**src/hdl/gum_pkg.sv**
```systemverilog
// shared types, constants and defaults for the gaussian unsharp mask core
`default_nettype none
package gum_pkg;

  localparam int DEF_KERNEL_SIZE = 15;
  localparam int DEF_MAX_WIDTH   = 1024;
  localparam int DEF_MAX_HEIGHT  = 1024;
  localparam int DEF_TAP_BITS    = 16;

  localparam int DIM_W     = 11;
  localparam int IDX_W     = 2 * DIM_W;
  localparam int TAP_IDX_W = 3;
  localparam int CFG_W     = 64;
  localparam int CFG_IDX_W = 8;
  localparam int SLOT_W    = 16;

  localparam logic [CFG_IDX_W-1:0] REG_IMAGE_WIDTH  = 8'd0;
  localparam logic [CFG_IDX_W-1:0] REG_IMAGE_HEIGHT = 8'd1;
  localparam logic [CFG_IDX_W-1:0] REG_TAPS_LOW     = 8'd2;
  localparam logic [CFG_IDX_W-1:0] REG_TAPS_HIGH    = 8'd3;

  localparam logic [DIM_W-1:0] DIM_RESET = 11'd1024;

  typedef enum logic [1:0] {
    ST_IDLE,
    ST_RUN,
    ST_DRAIN,
    ST_HOLD
  } state_t;

  typedef struct packed {
    logic                 valid;
    logic                 first_dy;
    logic                 last_dy;
    logic                 first_dx;
    logic                 last_dx;
    logic                 center;
    logic [TAP_IDX_W-1:0] tap_y;
    logic [TAP_IDX_W-1:0] tap_x;
  } win_tag_t;

endpackage
`default_nettype wire

```
**src/hdl/gum_filter_pipe.sv**
```systemverilog
// separable multiply-accumulate datapath: vertical sums, horizontal sum, sharpen
`default_nettype none
module gum_filter_pipe #(
  parameter int KERNEL_SIZE = gum_pkg::DEF_KERNEL_SIZE,
  parameter int TAP_BITS    = gum_pkg::DEF_TAP_BITS
) (
  input  wire logic                 clk,
  input  wire logic                 rst,
  input  wire logic [7:0]           rd_data,
  input  wire gum_pkg::win_tag_t    tag,
  input  wire logic [((KERNEL_SIZE - 1) / 2 + 1) * TAP_BITS - 1:0] taps_flat,
  output logic                      done,
  output logic [7:0]                blurred,
  output logic [7:0]                sharpened
);

  localparam int PW = 8 + TAP_BITS;
  localparam int VW = PW + 4;
  localparam int HP = 16 + TAP_BITS;
  localparam int HW = HP + 4;

  gum_pkg::win_tag_t t3;
  logic [PW-1:0]     prod;
  logic [7:0]        orig;
  logic [VW-1:0]     vacc;
  logic [VW-1:0]     vsum;
  logic [VW-1:0]     vsh;
  logic              v4_valid;
  logic              v4_first;
  logic              v4_last;
  logic [gum_pkg::TAP_IDX_W-1:0] v4_tap;
  logic [15:0]       vcol;
  logic              h5_valid;
  logic              h5_first;
  logic              h5_last;
  logic [HP-1:0]     hprod;
  logic [HW-1:0]     hacc;
  logic [HW-1:0]     hsum;
  logic [HW-1:0]     hsh;
  logic [7:0]        bval;
  logic [9:0]        sdiff;
  logic [TAP_BITS-1:0] tap_y;
  logic [TAP_BITS-1:0] tap_x;

  assign tap_y = taps_flat[tag.tap_y * TAP_BITS +: TAP_BITS];
  assign tap_x = taps_flat[v4_tap * TAP_BITS +: TAP_BITS];

  always_ff @(posedge clk) begin
    if (rst) begin
      t3.valid <= 1'b0;
    end else begin
      t3.valid <= tag.valid;
    end
    t3.first_dy <= tag.first_dy;
    t3.last_dy  <= tag.last_dy;
    t3.first_dx <= tag.first_dx;
    t3.last_dx  <= tag.last_dx;
    t3.center   <= tag.center;
    t3.tap_y    <= tag.tap_y;
    t3.tap_x    <= tag.tap_x;
    prod        <= PW'(rd_data * tap_y);
    if (tag.valid && tag.center) begin
      orig <= rd_data;
    end
  end

  always_comb begin
    vsum = (t3.first_dy ? '0 : vacc) + VW'(prod);
    vsh  = vsum >> (TAP_BITS - 8);
  end

  always_ff @(posedge clk) begin
    if (rst) begin
      v4_valid <= 1'b0;
    end else begin
      v4_valid <= t3.valid && t3.last_dy;
    end
    if (t3.valid) begin
      vacc <= vsum;
    end
    v4_first <= t3.first_dx;
    v4_last  <= t3.last_dx;
    v4_tap   <= t3.tap_x;
    vcol     <= (|vsh[VW-1:16]) ? 16'hFFFF : vsh[15:0];
  end

  always_ff @(posedge clk) begin
    if (rst) begin
      h5_valid <= 1'b0;
    end else begin
      h5_valid <= v4_valid;
    end
    h5_first <= v4_first;
    h5_last  <= v4_last;
    hprod    <= HP'(vcol * tap_x);
  end

  always_comb begin
    hsum  = (h5_first ? '0 : hacc) + HW'(hprod);
    hsh   = hsum >> (TAP_BITS + 8);
    bval  = (|hsh[HW-1:8]) ? 8'hFF : hsh[7:0];
    sdiff = {1'b0, orig, 1'b0} - {2'b00, bval};
  end

  always_ff @(posedge clk) begin
    if (rst) begin
      done <= 1'b0;
    end else begin
      done <= h5_valid && h5_last;
    end
    if (h5_valid) begin
      hacc <= hsum;
    end
    if (h5_valid && h5_last) begin
      blurred <= bval;
      if (sdiff[9]) begin
        sharpened <= 8'd0;
      end else if (sdiff[8]) begin
        sharpened <= 8'hFF;
      end else begin
        sharpened <= sdiff[7:0];
      end
    end
  end

endmodule
`default_nettype wire

```
**config.mk**
```make
export PLATFORM = sky130hd
export DESIGN_NAME = gum_filter_pipe
export DESIGN_NICKNAME = d
export VERILOG_FILES = /design/src/hdl/gum_pkg.sv /design/src/hdl/gum_filter_pipe.sv
export SDC_FILE = /design/constraint.sdc
export NUM_CORES = 1
export LEC_CHECK = 0
export BUFFER_PORTS_ARGS = -buffer_cell sky130_fd_sc_hd__clkbuf_2
export CELL_PAD_IN_SITES_DETAIL_PLACEMENT = 1
export CELL_PAD_IN_SITES_GLOBAL_PLACEMENT = 2
export CORE_MARGIN = 1
export CORE_UTILIZATION = 37
export CTS_CLUSTER_SIZE = 16
export DETAILED_ROUTE_END_ITERATION = 8
export PLACE_DENSITY = 0.84
export SLEW_MARGIN = 10
export SYNTH_ARGS = -nofsm -noshare
export SYNTH_HDL_FRONTEND = slang
export SYNTH_SLANG_ARGS = --single-unit
```
**constraint.sdc**
```tcl
create_clock -name clk -period 6.99 [get_ports clk]
set_input_delay 0.699 -clock clk [delete_from_list [all_inputs] [get_ports clk]]
set_output_delay 0.699 -clock clk [all_outputs]
set_load 0.05 [all_outputs]
```
# --- Word level (Yosys, flattened, before mapping) ---
# Cells that the tools add are included.
word_totals:
  output_inout_bits: 17
  word_cells: 38
  reg_bits: 178
  in_bits: 150
op_classes:
  shifts: 2
  n_reduce_logical: 5
  multipliers: 2
  n_addsub: 3
  mux: 4
op_table:
  columns: ["op", "count"]
  rows:
  - ["$shiftx 128x8->16", 2]
  - ["$add 36x32->36", 1]
  - ["$mux 36", 1]
  - ["$mul 16x16->32", 1]
  - ["$add 28x24->28", 1]
  - ["$mux 28", 1]
  - ["$mul 8x16->24", 1]
  - ["$mux 8", 2]
  - ["$sub 9x8->10", 1]
  - ["$reduce_or 4->1", 2]
  - ["$logic_and 1x1->1", 3]

# --- Depth between registers and ports, before layout ---
logic_depth:
  word_depth: 6
  mapped_depth: 30
  mapped_depth_nobuf: 26

# --- Worst setup path before layout ---
# No wires, ideal clock.
synth_timing:
  kind: "reg2reg"
  start: "reg v4_tap[0] in the netlist's numbering"
  end: "reg hprod[29]"
  required_time_ns: 6.918
  synth_period_minus_slack_ns: 7.468
  arrival_time_ns: 7.396
  path_buffers: 3
  setup_ns: 0.072
  stages_incl_launch_ff: 27
  setup_slack_ns: -0.478
  cell_sequence: "dfxtp_1 > clkbuf_1 > buf_1 > mux4_2 > mux2i_1 > clkbuf_1 > nor2b_1 > fa_1 > inv_1 > fa_1 > fa_1 > inv_1 > fa_1 > fa_1 > inv_1 > fa_1 > inv_1 > ha_1 > a21o_1 > a21o_1 > a221oi_1 > o21a_1 > o211ai_1 > and3_1 > o21a_1 > nor2_1 > xnor2_1"
synth_between:
  elab_chain_len: 2
synth_lines:
  columns: ["item", "line_no", "text"]
  rows:
  - ["from (decl)", "gum_filter_pipe.sv:31", "logic [gum_pkg::TAP_IDX_W-1:0] v4_tap;"]
  - ["from (signal assigned)", "gum_filter_pipe.sv:83", "v4_tap <= t3.tap_x;"]
  - ["$shiftx 128x8->16", "gum_filter_pipe.sv:46", "assign tap_x = taps_flat[v4_tap * TAP_BITS +: TAP_BITS];"]
  - ["$mul 16x16->32", "gum_filter_pipe.sv:95", "hprod <= HP'(vcol * tap_x);"]
  - ["to (signal assigned)", "gum_filter_pipe.sv:95", null]
  - ["to (decl)", "gum_filter_pipe.sv:36", "logic [HP-1:0] hprod;"]
# No other way between the ends.
# A chain may end at the register's enable or synchronous reset.

# --- Final worst setup path ---
# Same ends and word-level chain as after synthesis.

==> flow_summary.html <==
<table>
<tr><th>Metric</th><th>Value</th></tr>
<tr><th colspan="2">Status</th></tr>
<tr><td>Outcome</td><td>completed</td></tr>
<tr><th colspan="2">Drt</th></tr>
<tr><td>Number of violations reported at the end of detailed-routing iteration 0</td><td>between 700 and 800</td></tr>
<tr><td>DRC viols</td><td>0</td></tr>
<tr><td>Avg WL per Cell</td><td>~21 um</td></tr>
<tr><td>1st-pass router iterations</td><td>5</td></tr>
<tr><td>Total Routed Length</td><td>about 70000 um</td></tr>
<tr><td>Final ANT Viol Nets</td><td>0</td></tr>
<tr><td>Total vias in the final route</td><td>between 15000 and 20000</td></tr>
<tr><td>Ratio of routed vias to standard cells</td><td>approximately 5.2</td></tr>
<tr><th colspan="2">Job</th></tr>
<tr><td>Max-capacitance violation count</td><td>0</td></tr>
<tr><th colspan="2">Global route</th></tr>
<tr><td>GRT Residual Overflow</td><td>0</td></tr>
<tr><td>Met3 usage</td><td>around 4.6%</td></tr>
<tr><td>Top Usage Layer GRT</td><td>met2</td></tr>
<tr><td>Antenna violations before repair</td><td>6</td></tr>
<tr><td>First-pass GRT wire length</td><td>about 110000 um</td></tr>
<tr><td>Met1 usage in global routing</td><td>29.45%</td></tr>
<tr><td>Largest net degree at the start of global routing</td><td>38</td></tr>
<tr><td>Met2 layer usage reported by global route</td><td>between 40% and 50%</td></tr>
<tr><td>Number of global-route vias before repair</td><td>just under 20000</td></tr>
<tr><td>Overall track demand over capacity in global routing</td><td>roughly a quarter</td></tr>
<tr><th colspan="2">Worst setup path</th></tr>
<tr><td>Standard cell with the maximum stage delay on the critical path</td><td>sky130_fd_sc_hd__fa_1</td></tr>
<tr><td>Nature of the critical path endpoint</td><td>register</td></tr>
<tr><td>Worst path arrival time</td><td>around 7400 ps</td></tr>
<tr><td>Worst EP required</td><td>between 7000 and 8000 ps</td></tr>
<tr><td>CP dominant cell by count</td><td>sky130_fd_sc_hd__fa_1</td></tr>
<tr><td>Worst r2r path cells</td><td>25</td></tr>
<tr><td>Type of the setup path with the least slack</td><td>register to register</td></tr>
<tr><td>R2R Path Start</td><td>v4_tap[0]</td></tr>
<tr><td>RR Endpoint</td><td>hprod[29]</td></tr>
<tr><td>Setup slack, reg-to-reg</td><td>50 ps</td></tr>
<tr><td>Worst path buffer plus inverter count</td><td>4</td></tr>
<tr><td>Cell family with the largest share of critical-path delay</td><td>adder cells</td></tr>
<tr><td>Worst-path maximum fanout</td><td>7</td></tr>
<tr><td>Largest stage delay on the critical path</td><td>540 ps</td></tr>
<tr><td>CP Launch Type</td><td>register</td></tr>
<tr><th colspan="2">Logic synthesis</th></tr>
<tr><td>Synth unique cells</td><td>71</td></tr>
<tr><td>Fraction of post-synthesis cell area in the top cell type by area</td><td>between 20% and 30%</td></tr>
<tr><td>Post-synth top flop</td><td>sky130_fd_sc_hd__dfxtp_1</td></tr>
<tr><td>Post-synthesis sequential area ratio</td><td>19.79%</td></tr>
<tr><td>Netlist area before placement</td><td>between 20000 and 25000 sq um</td></tr>
<tr><td>Number of register bits inferred by synthesis</td><td>roughly 180</td></tr>
<tr><td>Synthesis Warnings</td><td>0</td></tr>
<tr><td>Synth Net Count</td><td>just under 3000</td></tr>
<tr><td>Synth async-reset ratio</td><td>0%</td></tr>
<tr><td>Biggest area contributors in the synthesized netlist</td><td>sky130_fd_sc_hd__fa_1 (25%), sky130_fd_sc_hd__edfxtp_1 (12%), sky130_fd_sc_hd__ha_1 (12%)</td></tr>
<tr><td>Library cell with the largest summed area after synthesis</td><td>sky130_fd_sc_hd__fa_1</td></tr>
<tr><td>Number of enable flip-flop cells after synthesis</td><td>88</td></tr>
<tr><td>Mapped Avg Cell Area</td><td>~10 sq um</td></tr>
<tr><td>Number of standard cells after synthesis</td><td>between 2000 and 2500</td></tr>
<tr><th colspan="2">Layout</th></tr>
<tr><td>Final Core Density</td><td>between 40% and 50%</td></tr>
<tr><td>Highest-count cells in the layout ignoring fill and taps</td><td>sky130_fd_sc_hd__inv_1 (359), sky130_fd_sc_hd__fa_1 (279), sky130_fd_sc_hd__nand2_1 (241)</td></tr>
<tr><td>Fraction of layout instances using a drive strength above 1</td><td>between 10% and 20%</td></tr>
<tr><td>Area Overhead vs Synth</td><td>14.29%</td></tr>
<tr><td>Final net count</td><td>~3100</td></tr>
<tr><td>Number of inserted filler cells in the final layout</td><td>just under 7000</td></tr>
<tr><td>Final Instance Area</td><td>25660 sq um</td></tr>
<tr><td>Most common cell after layout, fill and taps aside</td><td>sky130_fd_sc_hd__inv_1</td></tr>
<tr><th colspan="2">CTS</th></tr>
<tr><td>Post-CTS Hold Fix Bufs</td><td>0</td></tr>
<tr><td>Maximum buffer depth of the clock tree</td><td>2</td></tr>
<tr><td>Max H-tree Level</td><td>4</td></tr>
<tr><td>Number of buffers inserted during clock tree synthesis</td><td>17</td></tr>
<tr><td>Clock sinks</td><td>178</td></tr>
<tr><td>Clock-pin transition on the worst setup and hold timing paths</td><td>about 70 ps</td></tr>
<tr><td>Insertion delay to the later sink of the worst-skew pair</td><td>510 ps</td></tr>
<tr><td>CTS tree</td><td>done</td></tr>
<tr><td>Root buffer cell</td><td>sky130_fd_sc_hd__clkbuf_16</td></tr>
<tr><th colspan="2">Timing</th></tr>
<tr><td>Final worst path period need</td><td>6938 ps</td></tr>
<tr><td>Unrepaired setup endpoints after global routing</td><td>true</td></tr>
<tr><td>FMAX</td><td>144.1 MHz</td></tr>
<tr><td>Final count of pins violating max slew</td><td>0</td></tr>
<tr><td>Share of the clock period used by the worst path</td><td>around 100%</td></tr>
<tr><td>Least-Margin Pin Slew</td><td>around 1000 ps</td></tr>
<tr><td>Remaining max-slew budget at the tightest pin</td><td>between 30% and 40%</td></tr>
<tr><td>Number of endpoints with negative hold slack in the final report</td><td>0</td></tr>
<tr><td>Setup Viol. Count Final</td><td>0</td></tr>
<tr><td>Clk_skew</td><td>about 28 ps</td></tr>
<tr><td>Setup ws final</td><td>52.15 ps</td></tr>
<tr><th colspan="2">Floorplanning</th></tr>
<tr><td>Count of pins on the block boundary</td><td>around 170</td></tr>
<tr><td>Die area</td><td>61680 sq um</td></tr>
<tr><td>Core Rows</td><td>89</td></tr>
<tr><td>Die outline height</td><td>between 200 and 250 um</td></tr>
<tr><td>Effective utilization at floorplan</td><td>37.76%</td></tr>
<tr><td>Floorplan Core Area</td><td>roughly 59000 sq um</td></tr>
<tr><td>Overall die width</td><td>about 250 um</td></tr>
<tr><th colspan="2">Placed design</th></tr>
<tr><td>Buffers on Ports</td><td>about 170</td></tr>
<tr><td>DP HPWL</td><td>between 50000 and 60000 um</td></tr>
<tr><td>Post-place instance area</td><td>between 20000 and 25000 sq um</td></tr>
<tr><td>Worst Setup Slack post-DPL</td><td>-251.1 ps</td></tr>
<tr><td>Global placement routability congestion</td><td>about 0.9</td></tr>
<tr><th colspan="2">Min path</th></tr>
<tr><td>Type of the tightest min-delay check</td><td>input port to register</td></tr>
<tr><td>Instance count along the most critical hold path</td><td>1</td></tr>
<tr><td>Launch instance of the worst min-delay path</td><td>tag[9]</td></tr>
<tr><td>Capture endpoint of the worst hold path</td><td>t3[9]</td></tr>
</table>
==> synthesized netlist by cell type (11+ instances only) <==
cell type / number
sky130_fd_sc_hd__nor2_1: 73
sky130_fd_sc_hd__mux2_2: 27
sky130_fd_sc_hd__nor2b_1: 123
sky130_fd_sc_hd__o21ai_0: 49
sky130_fd_sc_hd__xnor2_1: 82
sky130_fd_sc_hd__mux4_2: 64
sky130_fd_sc_hd__xor2_1: 25
sky130_fd_sc_hd__nand3_1: 20
sky130_fd_sc_hd__nand2b_1: 39
sky130_fd_sc_hd__ha_1: 211
sky130_fd_sc_hd__o21bai_1: 19
sky130_fd_sc_hd__clkbuf_1: 59
sky130_fd_sc_hd__a21o_1: 36
sky130_fd_sc_hd__a21oi_1: 88
sky130_fd_sc_hd__fa_1: 281
sky130_fd_sc_hd__o21a_1: 16
sky130_fd_sc_hd__edfxtp_1: 88
sky130_fd_sc_hd__and2_1: 125
sky130_fd_sc_hd__nor3_1: 22
sky130_fd_sc_hd__o211ai_1: 11
sky130_fd_sc_hd__inv_1: 359
sky130_fd_sc_hd__nand2_1: 244
sky130_fd_sc_hd__dfxtp_1: 90
==> metrics by stage <==
| step | TNS, ps | std cells | hold WS, ps |
|---|---|---|---|
| after detailed placement | -961.1 | 3234 | 314.3 |
| final | 0 | 3277 | 295.9 |
| after CTS | -18.66 | 3271 | 263.0 |
| after global routing | -677.4 | 3275 | 271.7 |
| after floorplan | 0 | 2270 | 309.6 |
| after global placement | -406.6 | 3234 | 310.6 |
==> layer usage <==
layer  vias up  wire, um  share of wire (%)
li1       7848         -                  -
met2       339     33930                 50
met4         4      1596                2.3
met5         -        21              0.031
met3        87      3290                4.8
met1      8901     29660                 43
==> cells by family after synthesis <==
logic type	Yosys count	synth area share, %
buffers and inverters	429	7.210
AND/OR/NAND/NOR	695	15.91
AO/OA/AOI/OAI	270	7.968
XOR/XNOR	107	4.174
multiplexers	99	8.130
adder cells (fa/ha/maj)	492	36.81
flip-flops	178	19.79
==> flip-flops by register name, indices dropped and copies added, names as in the netlist, 3 cells and up <==
name	count
t3	8
hprod	32
hacc	36
orig	8
prod	24
blurred	8
vacc	28
sharpened	8
v4_tap	3
vcol	16
==> how the worst max path moves through the flow <==
stage	end	slack [ps]	cells after the start	start
finish	hprod[29]	50	25	v4_tap[0]
global route	hprod[29]	-230	25	v4_tap[0]
CTS	hprod[30]	-20	24	v4_tap[0]
detailed placement	hprod[30]	-250	24	taps_flat[50]
global placement	hprod[30]	-190	26	taps_flat[106]
floorplan	hprod[30]	40	28	v4_tap[0]
==> cell type report <==
type	instances	area, sq um	share of cell area [%]
clock inverters	8	66.31	0.2584
diodes	4	10.01	0.03900
well taps	773	967.2	3.769
repair buffers	267	1722	6.709
flip-flops and latches	178	4452	17.35
multi-input cells	1664	16600	64.67
inverters	359	1348	5.251
clock buffers	24	503.0	1.960
==> repair_timing <==
action                                  CTS  global route
resized for setup                        20            26
endpoints found under the hold margin     0             0
endpoints found under the setup margin    7            17
cloned                                    2             0
pin swaps                                 2            13
setup buffers                             3             3
Power is not shown: default switching activity piles up to over one toggle a cycle in this logic, so the estimate is an artifact.
